$ cat src/rtl/packed_rgb444_pixel_writer_core_assert.svh
// assertion macros shared by the pixel writer rtl
`ifndef PACKED_RGB444_PIXEL_WRITER_CORE_ASSERT_SVH
`define PACKED_RGB444_PIXEL_WRITER_CORE_ASSERT_SVH
`ifndef SYNTHESIS
// property must hold at every clock edge out of reset
`define PRW_ASSERT(lbl, clk, rst_n, prop) \
    lbl: assert property (@(posedge clk) disable iff (!rst_n) prop) \
        else $error("pixel writer assertion failed");
// expression must never be true out of reset
`define PRW_ASSERT_NEVER(lbl, clk, rst_n, expr) \
    lbl: assert property (@(posedge clk) disable iff (!rst_n) !(expr)) \
        else $error("pixel writer forbidden condition seen");
`else
`define PRW_ASSERT(lbl, clk, rst_n, prop)
`define PRW_ASSERT_NEVER(lbl, clk, rst_n, expr)
`endif
`endif

$ cat src/rtl/prw_pkg.sv
// shared types, constants and pixel helpers for the pixel writer
package prw_pkg;

    // default geometry
    localparam int WIDTH_DEF       = 320;
    localparam int HEIGHT_DEF      = 170;
    localparam int STORE_WORDS_DEF = 54400;

    // configuration port
    localparam int CFG_DATA_W = 32;
    localparam int CFG_ADDR_W = 3;
    localparam logic REG_PIXEL_FORMAT = 1'b0;

    // pixel format codes
    localparam logic FMT_DIRECT = 1'b0;
    localparam logic FMT_PACKED = 1'b1;

    // request commands
    localparam logic CMD_DRAW = 1'b0;
    localparam logic CMD_READ = 1'b1;

    // keep masks for the read-modify-write merge
    localparam logic [15:0] KEEP_LOW4   = 16'h000F;
    localparam logic [15:0] KEEP_HIGH12 = 16'hFFF0;
    localparam logic [15:0] KEEP_LOW8   = 16'h00FF;
    localparam logic [15:0] KEEP_HIGH8  = 16'hFF00;
    localparam logic [15:0] KEEP_LOW12  = 16'h0FFF;
    localparam logic [15:0] KEEP_HIGH4  = 16'hF000;

    typedef struct packed {
        logic        cmd;
        logic [8:0]  pixel_x;
        logic [7:0]  pixel_y;
        logic [15:0] color565;
        logic [15:0] word_address;
    } pix_req_t;

    typedef struct packed {
        logic [15:0] read_word;
        logic        range_error;
    } pix_rsp_t;

    // operations of the shared address unit
    typedef enum logic [1:0] {
        UOP_LIN  = 2'd0,
        UOP_X12  = 2'd1,
        UOP_LAST = 2'd2
    } unit_op_t;

    typedef struct packed {
        logic     en;
        unit_op_t op;
    } unit_ctl_t;

    typedef struct packed {
        logic we;
        logic re;
    } ram_ctl_t;

    // top four bits of each rgb565 channel
    function automatic logic [11:0] to_rgb444(input logic [15:0] c);
        return {c[15:12], c[10:7], c[4:1]};
    endfunction

    // place the 12-bit color msb-first at nibble offset off of the first
    // or the second touched word
    function automatic logic [15:0] merge_word(input logic [15:0] old,
                                               input logic [11:0] c,
                                               input logic [1:0]  off,
                                               input logic        second);
        logic [15:0] res;
        if (!second) begin
            case (off)
                2'd0:    res = (old & KEEP_LOW4)   | {c, 4'h0};
                2'd1:    res = (old & KEEP_HIGH4)  | {4'h0, c};
                2'd2:    res = (old & KEEP_HIGH8)  | {8'h00, c[11:4]};
                default: res = (old & KEEP_HIGH12) | {12'h000, c[11:8]};
            endcase
        end else if (off == 2'd2) begin
            res = (old & KEEP_LOW12) | {c[3:0], 12'h000};
        end else begin
            res = (old & KEEP_LOW8) | {c[7:0], 8'h00};
        end
        return res;
    endfunction

endpackage

$ cat src/rtl/prw_shared_unit.sv
// shared address unit: one adder fed by a constant multiply or shifts
module prw_shared_unit #(
    parameter int ACC_W = 20,
    parameter int WIDTH = prw_pkg::WIDTH_DEF
) (
    input  logic               aclk,
    input  prw_pkg::unit_ctl_t ctl,
    input  logic [ACC_W-1:0]   opa,
    input  logic [ACC_W-1:0]   opb,
    output logic [ACC_W-1:0]   res
);

    localparam logic [ACC_W-1:0] WIDTH_C = ACC_W'(WIDTH);

    logic [ACC_W-1:0] addend_a;
    logic [ACC_W-1:0] addend_b;
    logic [ACC_W-1:0] res_reg;
    logic [ACC_W-1:0] res_next;

    // operand selection in front of the single adder
    always_comb begin
        case (ctl.op)
            prw_pkg::UOP_LIN: begin
                addend_a = opa * WIDTH_C;
                addend_b = opb;
            end
            prw_pkg::UOP_X12: begin
                addend_a = opa << 3;
                addend_b = opa << 2;
            end
            prw_pkg::UOP_LAST: begin
                addend_a = opa >> 4;
                addend_b = ACC_W'(opa[3]);
            end
            default: begin
                addend_a = '0;
                addend_b = '0;
            end
        endcase
        res_next = ctl.en ? addend_a + addend_b : res_reg;
    end

    // result held until the next enabled pass
    always_ff @(posedge aclk) begin
        res_reg <= res_next;
    end

    assign res = res_reg;

endmodule

$ cat config.mk
export PLATFORM = sky130hd
export DESIGN_NAME = prw_shared_unit
export DESIGN_NICKNAME = d
export VERILOG_FILES = /design/src/rtl/packed_rgb444_pixel_writer_core_assert.svh /design/src/rtl/prw_pkg.sv /design/src/rtl/prw_shared_unit.sv
export SDC_FILE = /design/constraint.sdc
export NUM_CORES = 1
export LEC_CHECK = 0
export ABC_CLOCK_PERIOD_IN_PS = 7500
export BUFFER_PORTS_ARGS = -buffer_cell sky130_fd_sc_hd__buf_2
export CAP_MARGIN = 20
export CORE_ASPECT_RATIO = 0.9
export CORE_UTILIZATION = 30
export DETAILED_ROUTE_END_ITERATION = 10
export GPL_ROUTABILITY_DRIVEN = 0
export SLEW_MARGIN = 10
export SYNTH_ARGS = -nofsm -noshare
export SYNTH_HDL_FRONTEND = slang
export SYNTH_SLANG_ARGS = --single-unit
$ cat constraint.sdc
create_clock -name aclk -period 7.5 [get_ports aclk]
set_input_delay 0.75 -clock aclk [delete_from_list [all_inputs] [get_ports aclk]]
set_output_delay 0.75 -clock aclk [all_outputs]
set_load 0.02 [all_outputs]
==> summary.txt, run 1 <==
Routing
  – DR pass1 iterations: 4
  – Vias per cell: 5.025
  – Drc violations: 0
  – Initial drt markers: 104
  – Post-route ant nets: 0
  – Drt wl/cell: 14.25 µm
  – Via count: 2432
  – Detailed Route WL: 6899 µm

GRT
  – Vias in the first global route: 2286
  – Total global-route track usage: 0.1517
  – Remaining global-route overflow: 0
  – Initial antenna violation count: 0
  – First-pass GRT wire length: 11180 µm
  – Pin count of the biggest net entering global routing: 45

Cells and area
  – Proportion of layout cells with a drive suffix above 1: 0.2027
  – Max reg flops: 20
  – Finished Layout Cells: 484
  – Final Net Count: 452
  – Number of fill cells: 899
  – Final Util: 0.3660
  – Area grow syn2layout: 17.94%
  – Ant diodes: 0

Worst hold path
  – Hold Startpoint: opb[0]
  – Hold WC Path Type: input pin to flop

Place
  – Port bufs: 63
  – HPWL after detailed placement: 5678 µm
  – Placed Cells incl. Taps: 480

Logic synthesis
  – Mapped Area: 0.002671 mm²
  – Synth Flop Type: edfxtp_1
  – Largest cells by area after synthesis: edfxtp_1 22%, ha_1 19%, mux2i_1 7.5%
  – Syn Nets: 393
  – Synthesized flop and latch total: 20
  – Most frequent cell after synthesis: ha_1
  – Yosys cell types: 45
  – Post-Syn Instances: 307
  – Synth area leader: edfxtp_1
  – Mean Syn Cell Area: 8.701 µm²
  – Synth cell count leaders: 40 x ha_1, 33 x nand2_1, 28 x a21oi_1
  – Post-synth top area share: 0.2248
  – Sequential share of the synthesized area: 0.2248
  – Number of enable flip-flop cells after synthesis: 20
  – Yosys warnings: 0
  – Ys async rst share: 0

Clocking
  – Post-CTS sizing: 0
  – H-tree lvl count: 1
  – CTS root buffer: clkbuf_8
  – Clock sinks: 20
  – Worst-path clk slew: 0.08 ns
  – CTS tree: done
  – CTS Hold Bufs: 0
  – CTS max path bufs: 2
  – Post-CTS Setup Repair Bufs: 0
  – CTS Buf Count: 3

Critical path
  – Launch point of the worst path: opa[3]
  – Critical setup path kind: input pin to flop
  – Worst-path fanout max: 7
  – CP top delay family: adder cells
  – Critical Path AT: 4.43 ns
  – Crit path launch type: input pin
  – CP cell instances: buf_2 -> ha_1 -> ha_1 -> fa_1 -> a211oi_1 -> o21bai_1 -> a21oi_1 -> o21ai_1 -> or4b_1 -> o211ai_1 -> ha_1 -> nand4_1 -> nor2_1 -> nor4_1 -> a211oi_2 -> xor2_1
  – Slowest cell on crit path: or4b_1
  – Most frequent CP cell: ha_1
  – CP Capture Type: flop
  – Worst path required time: 7.51 ns
  – Worst path bufs/invs: 1
  – Largest stage delay, worst path: 0.48 ns

Die
  – Die height: 91.52 µm
  – Initial core utilization: 0.3103
  – Core area: 0.008608 mm²
  – Die Area: 0.009286 mm²
  – Std-Cell Rows: 32
  – IO Count: 64
  – Die Width: 101.5 µm

Power
  – Worst vdd ir: 52.10 µV
  – Power Density: 145.1 mW/mm²
  – Overall Power: 0.4571 mW
  – Leak: 1.452 nW

Timing
  – Fin. Hold Viols: 0
  – Hold Worst Slack: 0.9493 ns
  – Max Transition Viols Final: 0
  – Final setup viols: 0
  – Tmin final: 4.423 ns
  – Slew @ Worst Pin: 0.9174 ns
  – Final setup TNS: 0 ns
  – Fmax: 226.1 MHz
  – RSZ-0062 raised after global routing: false
  – Max-slew headroom: 0.3872
  – Final period utilization: 0.5898

Status
  – Status: finished, final reports clean

Run
  – Max Cap Viol: 0
[power breakdown]
part           switching [mW]  leakage [nW]  total [mW]  internal, mW
logic                   0.139          1.23       0.234        0.0941
registers             0.00350         0.194       0.152         0.148
clock network          0.0353        0.0231      0.0717        0.0364
total                   0.178          1.45       0.457         0.279
[stage by stage]
| stage | area (µm²) | setup WS [ns] |
|---|---|---|
| after global placement | 3105 | 2.945 |
| final | 3151 | 3.077 |
| after detailed placement | 3105 | 2.853 |
| after floorplan | 2671 | 3.269 |
| after CTS | 3151 | 3.116 |
| after global routing | 3151 | 2.854 |
[per-layer routing]
layer	global-route usage	share of wire	vias up
met4	0.03261	0.0058	0
met1	0.2188	0.49	1121
met2	0.2460	0.46	48
li1	-	-	1261
met5	0	0	-
met3	0.01001	0.041	2
[worst paths after layout]
check	to	slack, ns	depth (start not counted)
hold / removal	res[0]$_DFFE_PP_	0.95	4
setup / recovery	res[19]$_DFFE_PP_	3.08	16
[cell usage in the layout, fill, tap and decap left out, drive strengths merged, types with 3 or more instances in the layout]
cell type,count
nand2,33
inv,3
clkbuf,3
and3,4
and2,6
o21a,5
a211o,4
a211oi,7
a21oi,28
buf,64
nand2b,7
nor3,3
edfxtp,20
nor2,26
a21o,8
nor2b,4
mux2i,20
xor2,10
xnor2,14
ha,40
nand3,5
o21ai,23
[layout make-up]
class                      instances  area, µm²  area share
tap                              119      148.9     0.04726
multi-input combinational        274       2022      0.6418
timing repair buffer              64      322.8      0.1025
sequential                        20      600.6      0.1906
clock inverter                     1      3.754    0.001191
inverter                           3      11.26    0.003574
clock buffer                       3      41.29     0.01311
[kinds of logic (layout without fill, tap and decap cells)]
| family | after synthesis | after routing | synth area share |
|---|---|---|---|
| buffers and inverters | 13 | 71 | 0.01827 |
| and+or+nand+nor | 96 | 96 | 0.1691 |
| AOI/OAI and AO/OA | 92 | 92 | 0.2319 |
| muxes | 20 | 20 | 0.07494 |
| DFF | 20 | 20 | 0.2248 |
| adders and majority gates | 42 | 42 | 0.2023 |
| xor gates and xnor gates | 24 | 24 | 0.07869 |
Note: power is estimated with default switching activity, not from simulation.
==> inputs of run 2 (changes only) <==
ABC_AREA = 1   (was not set)
ABC_CLOCK_PERIOD_IN_PS = 3700   (was 7500)
clock period = 3.7 ns   (was 7.5 ns; I/O delays follow)
==> run 2 against run 1 <==
- clock power increased by 100%
- largest cell class unchanged
- sequential share of layout area decreased by 0.69 points
- die area increased by 3.7%
- routed wire length increased by 16%
- power increased by 110%
- count of clock-buffer cells in the layout unchanged
- largest power group unchanged
- synthesized cell count increased by 26%
- final area increased by 3.7%
==> summary.txt, run 2 <==
Critical path
  – Critical Path AT: 3.33 ns
  – CP Capture Type: flop
  – Launch point of the worst path: opa[3]
  – Crit path launch type: input pin
  – Worst path required time: 3.72 ns
  – Worst-path fanout max: 6
  – Critical setup path kind: input pin to flop
  – Critical path destination: res[19]$_DFFE_PP_

GRT
  – Pin count of the biggest net entering global routing: 27
  – First-pass GRT wire length: 12790 µm
  – Remaining global-route overflow: 0
  – Initial antenna violation count: 0
  – Total global-route track usage: 0.1720
  – Vias in the first global route: 2679

Die
  – Core area: 0.008768 mm²
  – Die Width: 103.3 µm
  – Die height: 93.18 µm
  – Std-Cell Rows: 32
  – IO Count: 64
  – Die Area: 0.009627 mm²
  – Initial core utilization: 0.3161

Routing
  – Vias per cell: 5.058
  – Detailed Route WL: 8013 µm
  – Post-route ant nets: 0
  – Initial drt markers: 193
  – Via count: 2878
  – DR pass1 iterations: 5
  – Drt wl/cell: 14.08 µm
  – Drc violations: 0

Worst hold path
  – Hold Startpoint: opb[0]
  – Hold WC Path Type: input pin to flop

Logic synthesis
  – Synth cell count leaders: 113 x nand2_1, 40 x ha_1, 40 x inv_1
  – Yosys warnings: 0
  – Post-Syn Instances: 387
  – Ys async rst share: 0
  – Syn Nets: 473
  – Synth area leader: edfxtp_1
  – Mapped Area: 0.002771 mm²
  – Synthesized flop and latch total: 20
  – Mean Syn Cell Area: 7.161 µm²
  – Largest cells by area after synthesis: edfxtp_1 22%, ha_1 18%, nand2_1 15%
  – Yosys cell types: 35
  – Most frequent cell after synthesis: nand2_1
  – Synth Flop Type: edfxtp_1
  – Post-synth top area share: 0.2167
  – Sequential share of the synthesized area: 0.2167
  – Number of enable flip-flop cells after synthesis: 20

Timing
  – Fmax: 302.7 MHz
  – Tmin final: 3.303 ns
  – Hold Worst Slack: 0.5493 ns
  – Max-slew headroom: 0.5012
  – Final setup viols: 0
  – Final period utilization: 0.8927
  – Final setup TNS: 0 ns
  – RSZ-0062 raised after global routing: false
  – Slew @ Worst Pin: 0.7454 ns
  – Max Transition Viols Final: 0
  – Fin. Hold Viols: 0

Clocking
  – CTS tree: done
  – CTS Hold Bufs: 0
  – H-tree lvl count: 1
  – CTS root buffer: clkbuf_8
  – CTS max path bufs: 2
  – Post-CTS Setup Repair Bufs: 0
  – Worst-path clk slew: 0.08 ns
  – Post-CTS sizing: 0
  – CTS Buf Count: 3
  – Clock sinks: 20

Cells and area
  – Area grow syn2layout: 17.92%
  – Max reg flops: 20
  – Final instance area: 0.003268 mm²
  – Final Net Count: 537
  – Leading cell type in the layout, fill and taps excluded: nand2_1
  – Most frequent cells in the layout: 113 x nand2_1, 63 x buf_2, 40 x inv_1, 40 x ha_1, 26 x nor2_1
  – Proportion of layout cells with a drive suffix above 1: 0.1911
  – Ant diodes: 0

Run
  – Max Cap Viol: 0

Power
  – Clock Power Share: 0.153
  – Comb power frac: 0.519
  – Worst vdd ir: 122.1 µV
  – Overall Power: 0.9524 mW
  – NetSw: 0.3984 mW
  – Power Density: 291.4 mW/mm²
  – Int Power: 0.5540 mW
  – Leak: 1.721 nW
  – Switching part of the total: 0.4183
  – Flop pwr share: 0.328

Status
  – Status: finished, final reports clean

Place
  – HPWL after detailed placement: 6833 µm
  – DP Area: 0.003223 mm²
  – Port bufs: 63
run 2: worst min path at each step:
stage | to | cells after the start | slack [ns]
2_1_floorplan | res[0]$_DFFE_PP_ | 0 | 0.48
3_3_place_gp | res[5] | 1 | 0.81
3_5_place_dp | res[0]$_DFFE_PP_ | 3 | 0.81
4_1_cts | res[0]$_DFFE_PP_ | 3 | 0.55
5_1_grt | res[0]$_DFFE_PP_ | 3 | 0.58
6_report | res[0]$_DFFE_PP_ | 3 | 0.55
run 2: cells by family (layout without fill, tap and decap cells):
| group | count (synthesis) | after routing | share of synthesized area |
|---|---|---|---|
| compound gates | 81 | 81 | 0.1892 |
| xor+xnor | 19 | 19 | 0.06005 |
| fa+ha+maj | 42 | 42 | 0.1950 |
| buf+inv | 46 | 109 | 0.06275 |
| flops | 20 | 20 | 0.2167 |
| simple gates | 179 | 179 | 0.2763 |
run 2: area by class of cell:
type                            count  area [µm²]
Timing Repair Buffer               64       322.8
Multi-Input combinational cell    321        1997
Inverter                           41       153.9
Fill cell                         979        5500
Sequential cell                    20       600.6
Tap cell                          119       148.9
Clock inverter                      1       3.754
Clock buffer                        3       41.29
run 2: per-layer routing:
metal	part of all wire	track usage	routed length [µm]
met1	0.48	0.2461	3828
met2	0.43	0.2744	3428
met3	0.091	0.03288	728
met4	0.0035	0.01878	28
met5	0	0	0
run 2: worst max-delay path: stages:
cell and delay [ns]:
buf_2 0.12, ha_1 0.29, ha_1 0.37, a21oi_1 0.22, o21ai_1 0.11, a21oi_1 0.25
xor2_1 0.19, o211ai_1 0.11, ha_1 0.36, nand2_1 0.15, nor2_1 0.23, nand2_1 0.09
inv_1 0.08, nand3_1 0.08, nand3_1 0.11, inv_1 0.05, nand3_1 0.08, nand2_1 0.05
run 2: power groups by stage:
stage | registers [mW] | clock network, mW | logic (mW)
2_1_floorplan | 0.369 | 0 | 0.292
3_3_place_gp | 0.319 | 0 | 0.486
3_5_place_dp | 0.317 | 0 | 0.493
4_1_cts | 0.313 | 0.150 | 0.494
5_1_grt | 0.316 | 0.162 | 0.550
6_report | 0.312 | 0.146 | 0.494
run 2: per-stage QoR:
| stage | utilization | setup WS (ns) | std cells |
|---|---|---|---|
| finish | 0.3727 | 0.3969 | 569 |
| global route | 0.3727 | 0.1902 | 569 |
| CTS | 0.3727 | 0.4434 | 569 |
| detailed placement | 0.3676 | 0.1616 | 565 |
| global placement | 0.3676 | 0.2182 | 565 |
| floorplan | - | 0.6605 | 387 |
